### src/sv/cts_pkg.sv
// Package with shared types and constants of the CPU time split scaler.
`default_nettype none
package cts_pkg;
	localparam int unsigned DW = 64;
	localparam int unsigned RW = 11;
	localparam logic [DW-1:0] NS_PER_SEC = 64'd1000000000;
	localparam logic [DW-1:0] NS_X9 = 64'd9000000000;
	localparam logic [DW-1:0] NS_PER_512 = 64'd1953125;
	localparam logic [RW-1:0] RATE_RESET = 11'd250;

	typedef enum logic [11:0] {
		S_IDLE   = 12'b000000000001,
		S_WRATE  = 12'b000000000010,
		S_WDIVR  = 12'b000000000100,
		S_WTICKS = 12'b000000001000,
		S_CMP    = 12'b000000010000,
		S_NORM   = 12'b000000100000,
		S_MUL    = 12'b000001000000,
		S_SHARE  = 12'b000010000000,
		S_WSHARE = 12'b000100000000,
		S_FIN    = 12'b001000000000,
		S_OUT    = 12'b010000000000,
		S_START  = 12'b100000000000
	} state_t;
endpackage
`default_nettype wire

### src/sv/cts_div.sv
// Shared 64-bit restoring divider, one quotient bit per cycle.
`default_nettype none
module cts_div import cts_pkg::*; (
	input  wire logic          clk,
	input  wire logic          arst_n,
	input  wire logic          start,
	input  wire logic [DW-1:0] dividend,
	input  wire logic [DW-1:0] divisor,
	output logic               done,
	output logic [DW-1:0]      quotient,
	output logic [DW-1:0]      remainder
);
	logic [DW-1:0] r_q, q_q, d_q;
	logic [5:0]    cnt_q;
	logic          busy_q, done_q;
	logic [DW:0]   trial, diff;
	logic          ge;

	always_comb begin
		trial = {r_q, q_q[DW-1]};
		diff  = trial - {1'b0, d_q};
		ge    = trial >= {1'b0, d_q};
	end

	always_ff @(posedge clk or negedge arst_n) begin
		if (!arst_n) begin
			busy_q <= 1'b0;
			done_q <= 1'b0;
			cnt_q  <= '0;
		end else if (start) begin
			busy_q <= 1'b1;
			done_q <= 1'b0;
			cnt_q  <= '0;
		end else if (busy_q) begin
			cnt_q <= cnt_q + 6'd1;
			if (cnt_q == 6'd63) begin
				busy_q <= 1'b0;
				done_q <= 1'b1;
			end
		end else begin
			done_q <= 1'b0;
		end
	end

	always_ff @(posedge clk) begin
		if (start) begin
			r_q <= '0;
			q_q <= dividend;
			d_q <= divisor;
		end else if (busy_q) begin
			r_q <= ge ? diff[DW-1:0] : trial[DW-1:0];
			q_q <= {q_q[DW-2:0], ge};
		end
	end

	assign done      = done_q;
	assign quotient  = q_q;
	assign remainder = r_q;
endmodule
`default_nettype wire

### config.mk
export PLATFORM = sky130hd
export DESIGN_NAME = cts_div
export DESIGN_NICKNAME = d
export VERILOG_FILES = /design/src/sv/cts_pkg.sv /design/src/sv/cts_div.sv
export SDC_FILE = /design/constraint.sdc
export NUM_CORES = 1
export LEC_CHECK = 0
export BUFFER_PORTS_ARGS = -buffer_cell sky130_fd_sc_hd__buf_4
export CAP_MARGIN = 30
export CORE_UTILIZATION = 50
export DETAILED_ROUTE_END_ITERATION = 16
export PLACE_DENSITY = 0.86
export REMOVE_ABC_BUFFERS = 1
export SLEW_MARGIN = 20
export SYNTH_ARGS = -nofsm -noshare
export SYNTH_HDL_FRONTEND = slang
export SYNTH_SLANG_ARGS = --single-unit
### constraint.sdc
create_clock -name clk -period 3.1 [get_ports clk]
set_input_delay 0.775 -clock clk [delete_from_list [all_inputs] [get_ports clk]]
set_output_delay 0.775 -clock clk [all_outputs]
set_load 0.005 [all_outputs]
==> results of run 1 <==
[cells by family (layout without fill, tap and decap cells)]
group	Yosys count	in the layout	share of synthesized area (%)
muxes	74	74	6.83
and+or+nand+nor	342	342	13.4
xor gates and xnor gates	59	59	4.28
DFF	200	200	44.1
buffers and inverters	163	502	5.53
AOI/OAI and AO/OA	338	338	19.0
adders and majority gates	66	66	6.90
[path summary, 6_finish.rpt]
kind / end / slack (ns) / depth (start not counted)
worst min register to register: remainder[50] / 0.52 / 2
worst min-delay path: cnt_q[5] / 0.12 / 1
min in group clk: d_q[0] / 0.49 / 1
worst max register to register: remainder[12] / 0.02 / 14
max in group asynchronous: busy_q / 2.82 / 1
worst max-delay path: remainder[12] / 0.02 / 14
[registers in the layout (all words and copies together) (netlist names)]
| register | cells |
|---|---|
| done | 1 |
| d_q | 64 |
| cnt_q | 6 |
| busy_q | 1 |
| remainder | 64 |
| quotient | 64 |
[metal layers]
| metal | up-vias | GRT usage [%] | wire length, um |
|---|---|---|---|
| met3 | 81 | 6.66 | 2630 |
| met5 | - | 0 | 0 |
| met1 | 5187 | 32.3 | 13500 |
| met4 | 0 | 12.3 | 1330 |
| li1 | 5188 | - | - |
| met2 | 458 | 50.0 | 17800 |
[worst reg2reg max path, delay by kind of cell (launching register included)]
kind / cells / cell delay [ns]
flops: 1 / 0.44
buf+inv: 4 / 0.48
compound gates: 6 / 1.52
simple gates: 3 / 0.35
fa+ha+maj: 1 / 0.19
[area by class of cell]
cell class | count | share of cell area, %
clock buffers | 18 | 2.65
clock inverters | 14 | 1.17
multi-input cells | 879 | 40.3
inverters | 88 | 2.04
flip-flops and latches | 200 | 32.9
well taps | 319 | 2.46
repair buffers | 382 | 18.6
[what timing repair did]
action,CTS,global route
setup endpoints to repair,8,63
hold endpoints to repair,0,0
resized for setup,7,94
pin swaps,3,42
buffers inserted,0,13
[power by group through the flow]
| stage | sequential (mW) | combinational (mW) | clock (mW) |
|---|---|---|---|
| 2_1_floorplan | 3.14 | 0.410 | 0 |
| 3_3_place_gp | 3.15 | 0.892 | 0 |
| 3_5_place_dp | 3.16 | 0.914 | 0 |
| 4_1_cts | 3.10 | 0.920 | 2.34 |
| 5_1_grt | 3.12 | 1.05 | 2.44 |
| 6_report | 3.10 | 0.972 | 2.31 |
[cells in the final DEF, fill, tap and decap left out, drive strengths merged, types with 8 or more instances in the layout]
master,instances
a211oi,37
a21o,30
a21oi,114
a311oi,23
a31oi,10
and3,14
buf,382
clkbuf,18
clkinv,8
dfrtp,8
dfxtp,64
edfxtp,128
ha,65
inv,94
mux2,68
nand2,117
nand2b,10
nand3,17
nand4,27
nor2,108
nor3,13
o21a,10
o21ai,52
o21bai,13
or3,9
xnor2,45
xor2,14
==> qor.tcl, run 1 <==
set qor(layout.core_utilization_pct) 68.7
set qor(skew_pair_late_insertion_delay_ns) 0.46
set qor(crit_path_max_fanout) 6
set qor(weighted_congestion_reported_at_the_end_of_routability_driven_placement) 0.933
set qor(first_pass_iters) 5
set qor(cts.root.buffer_cell) {sky130_fd_sc_hd__clkbuf_16}
set qor(multiInputGateArea_mm2) 0.00653
set qor(grt.total_usage_pct) 28.2
set qor(dpl-instance-area_mm2) 0.0150
set qor(finalPower_mw) 6.38
set qor(peak_clock_frequency_supported_by_timing_ghz) 0.325
set qor(setup.worst_path.start) {d_q[1]}
set qor(cp-end-kind) {flop}
set qor(synth_cell_types) 81
set qor(setup_violations) 0
set qor(worstReg2RegStart) {d_q[1]}
set qor(fp-row-count) 56
set qor(initialDrtViolationCount) 863
set qor(number_of_violations_of_the_max_capacitance_limit) 0
set qor(post-place-cells) 1855
set qor(critical_path.cell_chain) {inv_2, ha_4, nor2b_4, o2111ai_4, a2111oi_4, a211o_1, o311ai_4, nand3_2, o21ai_4, buf_6, buf_12, buf_6, nand2_1, a311oi_1}
set qor(worst-endpoint-required_ns) 3.45
set qor(timing.hold.worst.class) {in -> async}
set qor(ys_ff_latch) 200
set qor(syn2layout_area_growth_pct) 34.2
set qor(drt_wl_total_um) 35200
set qor(cts-buffers-inserted) 17
set qor(synth.yosys.seq_area_share_pct) 44.1
set qor(max_slew.worst_pin.slew_ns) 0.922
set qor(post_route_cells_drive_above_1_share_pct) 36.4
set qor(dominant_delay_contributor_by_cell_family_on_the_critical_path) {compound AO/OA/AOI/OAI gates}
set qor(average_wire_per_cell_in_the_routed_design_um) 18.5
set qor(number_of_antenna_violations_at_the_first_check_in_global_routing) 0
set qor(synth_edf_count) 128
set qor(timing.final.hold_violations) 0
set qor(worst_clock_skew_ns) 0.0237
set qor(slowest_delay_ns) 0.44
set qor(switching_share_pct) 27.3
set qor(worst-path-buf-inv) 4
set qor(yosysWarningCount) 0
set qor(peakVddDrop_mv) 0.300
set qor(timing.final.max_slew_violations) 0
set qor(fp.dieArea_mm2) 0.0248
set qor(cellLeakagePower_nw) 7.14
set qor(ioPinCount) 260
set qor(route.detailed.drc) 0
set qor(run_status) {finished clean}
set qor(globalRouteOverflowTotal) 0
set qor(antennaDiodeCount) 0
set qor(power.density_mw_per_mm2) 393
set qor(first_pass_grt_wire_length_um) 54000
set qor(synth_area_per_cell_um2) 9.73
set qor(synthFlopType) {sky130_fd_sc_hd__edfxtp_1}
set qor(synth.cell_area_mm2) 0.0121
set qor(tritoncts_clock_tree) {yes}
set qor(hpwl_um) 26600
set qor(cpMostUsedCell) {sky130_fd_sc_hd__buf_6}
set qor(clock_sink_count) 200
set qor(synth_area_leaders) {sky130_fd_sc_hd__edfxtp_1 32%, sky130_fd_sc_hd__dfxtp_1 11%, sky130_fd_sc_hd__ha_1 6.7%, sky130_fd_sc_hd__mux2_2 6.1%, sky130_fd_sc_hd__a21oi_1 4.6%}
set qor(final.setup.worst_slack_ns) 0.0224
set qor(share_comb_of_total_power_pct) 15.2
set qor(yosys.area.top_type_share_pct) 31.8
set qor(pin_count_of_the_biggest_net_entering_global_routing) 70
set qor(die_height_um) 157
set qor(fillCellCount) 1759
set qor(post-synth-top-area-cell) {sky130_fd_sc_hd__edfxtp_1}
set qor(clk_pin_slew_worst_paths_ns) 0.09
set qor(clkPwrFrac_pct) 36.2
set qor(unrepaired_setup_endpoints_after_global_routing) {true}
set qor(synth.most_common_cell) {sky130_fd_sc_hd__edfxtp_1}
set qor(p_switching_mw) 1.74
set qor(ant_nets) 0
set qor(ctsHtreeMaxLevel) 4
set qor(register_area_mm2) 0.00533
set qor(finalSetupTns_ns) 0
set qor(initial_utilization_pct) 51.2
set qor(viasPerCell) 5.74
set qor(pwr-share-seq_pct) 48.6
set qor(critical_path.slowest_cell) {sky130_fd_sc_hd__edfxtp_1}
set qor(number_of_standard_cells_in_the_final_layout_excluding_fillers) 1900
set qor(finalCritPeriodShare_pct) 99.3
set qor(number_of_global_route_vias_before_repair) 10800
set qor(finalInstanceArea_mm2) 0.0162
set qor(asyncSetResetFlopFracSynth_pct) 4.00
set qor(clock_path_buffers) 2
set qor(cp_data_arrival_time_ns) 3.43
set qor(core-area_mm2) 0.0236
set qor(place_ws_ns) -0.00975
set qor(netlist_top_cells_count) {128 x sky130_fd_sc_hd__edfxtp_1, 115 x sky130_fd_sc_hd__nand2_1, 110 x sky130_fd_sc_hd__a21oi_1}
set qor(placement.io_buffers) 259
set qor(syn_inst) 1242
set qor(vias) 10900
set qor(die_x_um) 157
set qor(hold_buf_count_cts) 0
set qor(start_kind) {flop}
set qor(finalCriticalPeriod_ns) 3.08
set qor(criticalPathCategory) {reg -> reg}
set qor(cellInternalPower_mw) 4.64
set qor(worst_hold_slack_ns) 0.121
set qor(max_slew_margin_pct) 38.5
set qor(finish.net_count) 1765
Power figures use the tool's default switching activity.
==> inputs of run 2 (changes only) <==
--- a/config.mk
+++ b/config.mk
@@ -7,6 +7,7 @@
 export LEC_CHECK = 0
 export BUFFER_PORTS_ARGS = -buffer_cell sky130_fd_sc_hd__buf_4
 export CAP_MARGIN = 30
+export CORE_MARGIN = 3
 export CORE_UTILIZATION = 50
 export DETAILED_ROUTE_END_ITERATION = 16
 export PLACE_DENSITY = 0.86
==> run 2 against run 1 <==
Via count rose by 3.5%. Largest cell class unchanged. Maximum frequency down 1.4%. Combinational power rose by 1%. Cell count rose by 0.74%. Die area up 5.1%. Critical endpoint is now remainder[60]. Largest power group unchanged. The flow now finishes with violations (negative setup slack). Sequential power is essentially flat. Highest routed layer unchanged.
==> qor.tcl, run 2 (synthesized netlist as in run 1, its figures left out) <==
set qor(number_of_antenna_violations_at_the_first_check_in_global_routing) 0
set qor(crit_path_max_fanout) 3
set qor(finalInstanceArea_mm2) 0.0163
set qor(pin_count_of_the_biggest_net_entering_global_routing) 57
set qor(clk_pin_slew_worst_paths_ns) 0.09
set qor(ant_nets) 0
set qor(die_x_um) 161
set qor(multiInputGateArea_mm2) 0.00648
set qor(finish.net_count) 1779
set qor(max_slew_margin_pct) 65.3
set qor(ctsHtreeMaxLevel) 4
set qor(cp-end-kind) {flop}
set qor(initial_utilization_pct) 51.2
set qor(finalCriticalPeriod_ns) 3.12
set qor(max_slew.worst_pin.slew_ns) 0.521
set qor(timing.final.max_slew_violations) 0
set qor(reg2reg_slack_ns) -0.02
set qor(first_pass_iters) 6
set qor(commonest_cells_after_routing_fill_and_taps_aside) {382 x sky130_fd_sc_hd__buf_4, 128 x sky130_fd_sc_hd__edfxtp_1, 113 x sky130_fd_sc_hd__nand2_1}
set qor(worst_clock_skew_ns) 0.0282
set qor(peakVddDrop_mv) 0.323
set qor(worst-endpoint-required_ns) 3.46
set qor(finalSetupTns_ns) -0.0200
set qor(unrepaired_setup_endpoints_after_global_routing) {true}
set qor(grt.total_usage_pct) 26.7
set qor(setup_violations) 1
set qor(post-place-cells) 1862
set qor(hold_buf_count_cts) 0
set qor(timing.final.hold_violations) 0
set qor(peak_clock_frequency_supported_by_timing_ghz) 0.321
set qor(violations) {negative setup slack}
set qor(critical_path.cell_chain) {ha_4, fa_2, nor2b_4, o31a_1, o211ai_1, buf_4, buf_6, a21boi_2, o21ai_2, nand4_4, o21ai_4, or4b_1, a31o_1, a211oi_2}
set qor(globalRouteOverflowTotal) 0
set qor(fp-row-count) 56
set qor(clock_path_buffers) 2
set qor(dpl-instance-area_mm2) 0.0150
set qor(first_pass_grt_wire_length_um) 56200
set qor(viasPerCell) 5.90
set qor(fillCellCount) 1650
set qor(placement.io_buffers) 259
set qor(syn2layout_area_growth_pct) 34.5
set qor(timing.hold.worst.class) {in -> async}
set qor(layout.cells.most_common) {sky130_fd_sc_hd__buf_4}
set qor(drt_wl_total_um) 37200
set qor(finalCritPeriodShare_pct) 101
set qor(cts-buffers-inserted) 17
set qor(critical_path.slowest_cell) {sky130_fd_sc_hd__or4b_1}
set qor(worst_hold_slack_ns) 0.120
set qor(vias) 11300
set qor(number_of_global_route_vias_before_repair) 11100
set qor(tritoncts_clock_tree) {yes}
set qor(route.detailed.drc) 0
set qor(core-area_mm2) 0.0236
set qor(average_wire_per_cell_in_the_routed_design_um) 19.5
set qor(number_of_violations_of_the_max_capacitance_limit) 0
set qor(worstReg2RegEnd) {remainder[60]}
set qor(run_status) {finished, violations left}
set qor(die_height_um) 161
set qor(ioPinCount) 260
set qor(clock_sink_count) 200
set qor(final.setup.worst_slack_ns) -0.0200
set qor(number_of_standard_cells_in_the_final_layout_excluding_fillers) 1914
set qor(slowest_delay_ns) 0.47
set qor(post_route_cells_drive_above_1_share_pct) 36.5
set qor(initialDrtViolationCount) 956
set qor(antennaDiodeCount) 0
set qor(criticalPathCategory) {reg -> reg}
set qor(fp.dieArea_mm2) 0.0261
set qor(rr_worst_depth) 14
set qor(hpwl_um) 26800
set qor(power.density_mw_per_mm2) 395
set qor(place_ws_ns) -0.128
set qor(cts.root.buffer_cell) {sky130_fd_sc_hd__clkbuf_16}
set qor(register_area_mm2) 0.00533
set qor(skew_pair_late_insertion_delay_ns) 0.45
set qor(cellLeakagePower_nw) 7.22
set qor(cp_data_arrival_time_ns) 3.48
set qor(start_kind) {flop}
set qor(worstReg2RegStart) {d_q[0]}
set qor(weighted_congestion_reported_at_the_end_of_routability_driven_placement) 0.934
set qor(setup.worst_path.start) {d_q[0]}
## run 2: stage by stage
stage	util (%)	power, mW
2_1_floorplan	-	3.55
3_3_place_gp	63.7	4.04
3_5_place_dp	63.7	4.07
4_1_cts	66.8	6.38
5_1_grt	68.8	6.64
6_report	68.8	6.41
## run 2: metal layers
layer	routed length [um]	up-vias	GRT usage [%]	share of wire, %
met1	13700	5332	31.5	37
met4	1420	0	8.60	3.8
met3	3350	124	6.90	9.0
li1	-	5217	-	-
met2	18700	628	47.3	50
met5	0	-	0	0
## run 2: worst max-delay path: cells and delay by family, from the launching register on
kind	cells	cell delay [ns]
buffers and inverters	2	0.28
AO/OA/AOI/OAI	7	0.97
adder cells (fa/ha/maj)	2	0.60
flip-flops	1	0.43
AND/OR/NAND/NOR	3	0.74
## run 2: report_power, final
group / total, mW / leakage, nW / internal (mW) / switching (mW)
Clock: 2.32 / 0.297 / 1.12 / 1.21
Sequential: 3.11 / 1.93 / 3.02 / 0.0903
Combinational: 0.984 / 5.00 / 0.513 / 0.471
Total: 6.41 / 7.22 / 4.65 / 1.77
## run 2: timing repair
action,4_1_cts,5_1_grt
cloned,0,1
setup buffers,7,12
pin swaps,7,39
gates resized for setup,14,80
setup endpoints to repair,40,64
## run 2: worst max-delay path by stage
stage / to / slack [ns] / cells past startpoint
floorplan: remainder[63] / -0.43 / 4
global placement: remainder[63] / -0.03 / 12
detailed placement: remainder[31] / -0.13 / 13
CTS: remainder[54] / -0.008 / 13
global route: remainder[8] / -0.12 / 13
finish: remainder[60] / -0.02 / 14
## run 2: cell type report
type                       count  share of cell area [%]
inverter                      88                    2.03
sequential                   200                    32.8
tap                          319                    2.46
timing repair buffer         396                    19.0
clock buffer                  18                    2.64
clock inverter                14                    1.14
multi-input combinational    879                    39.9
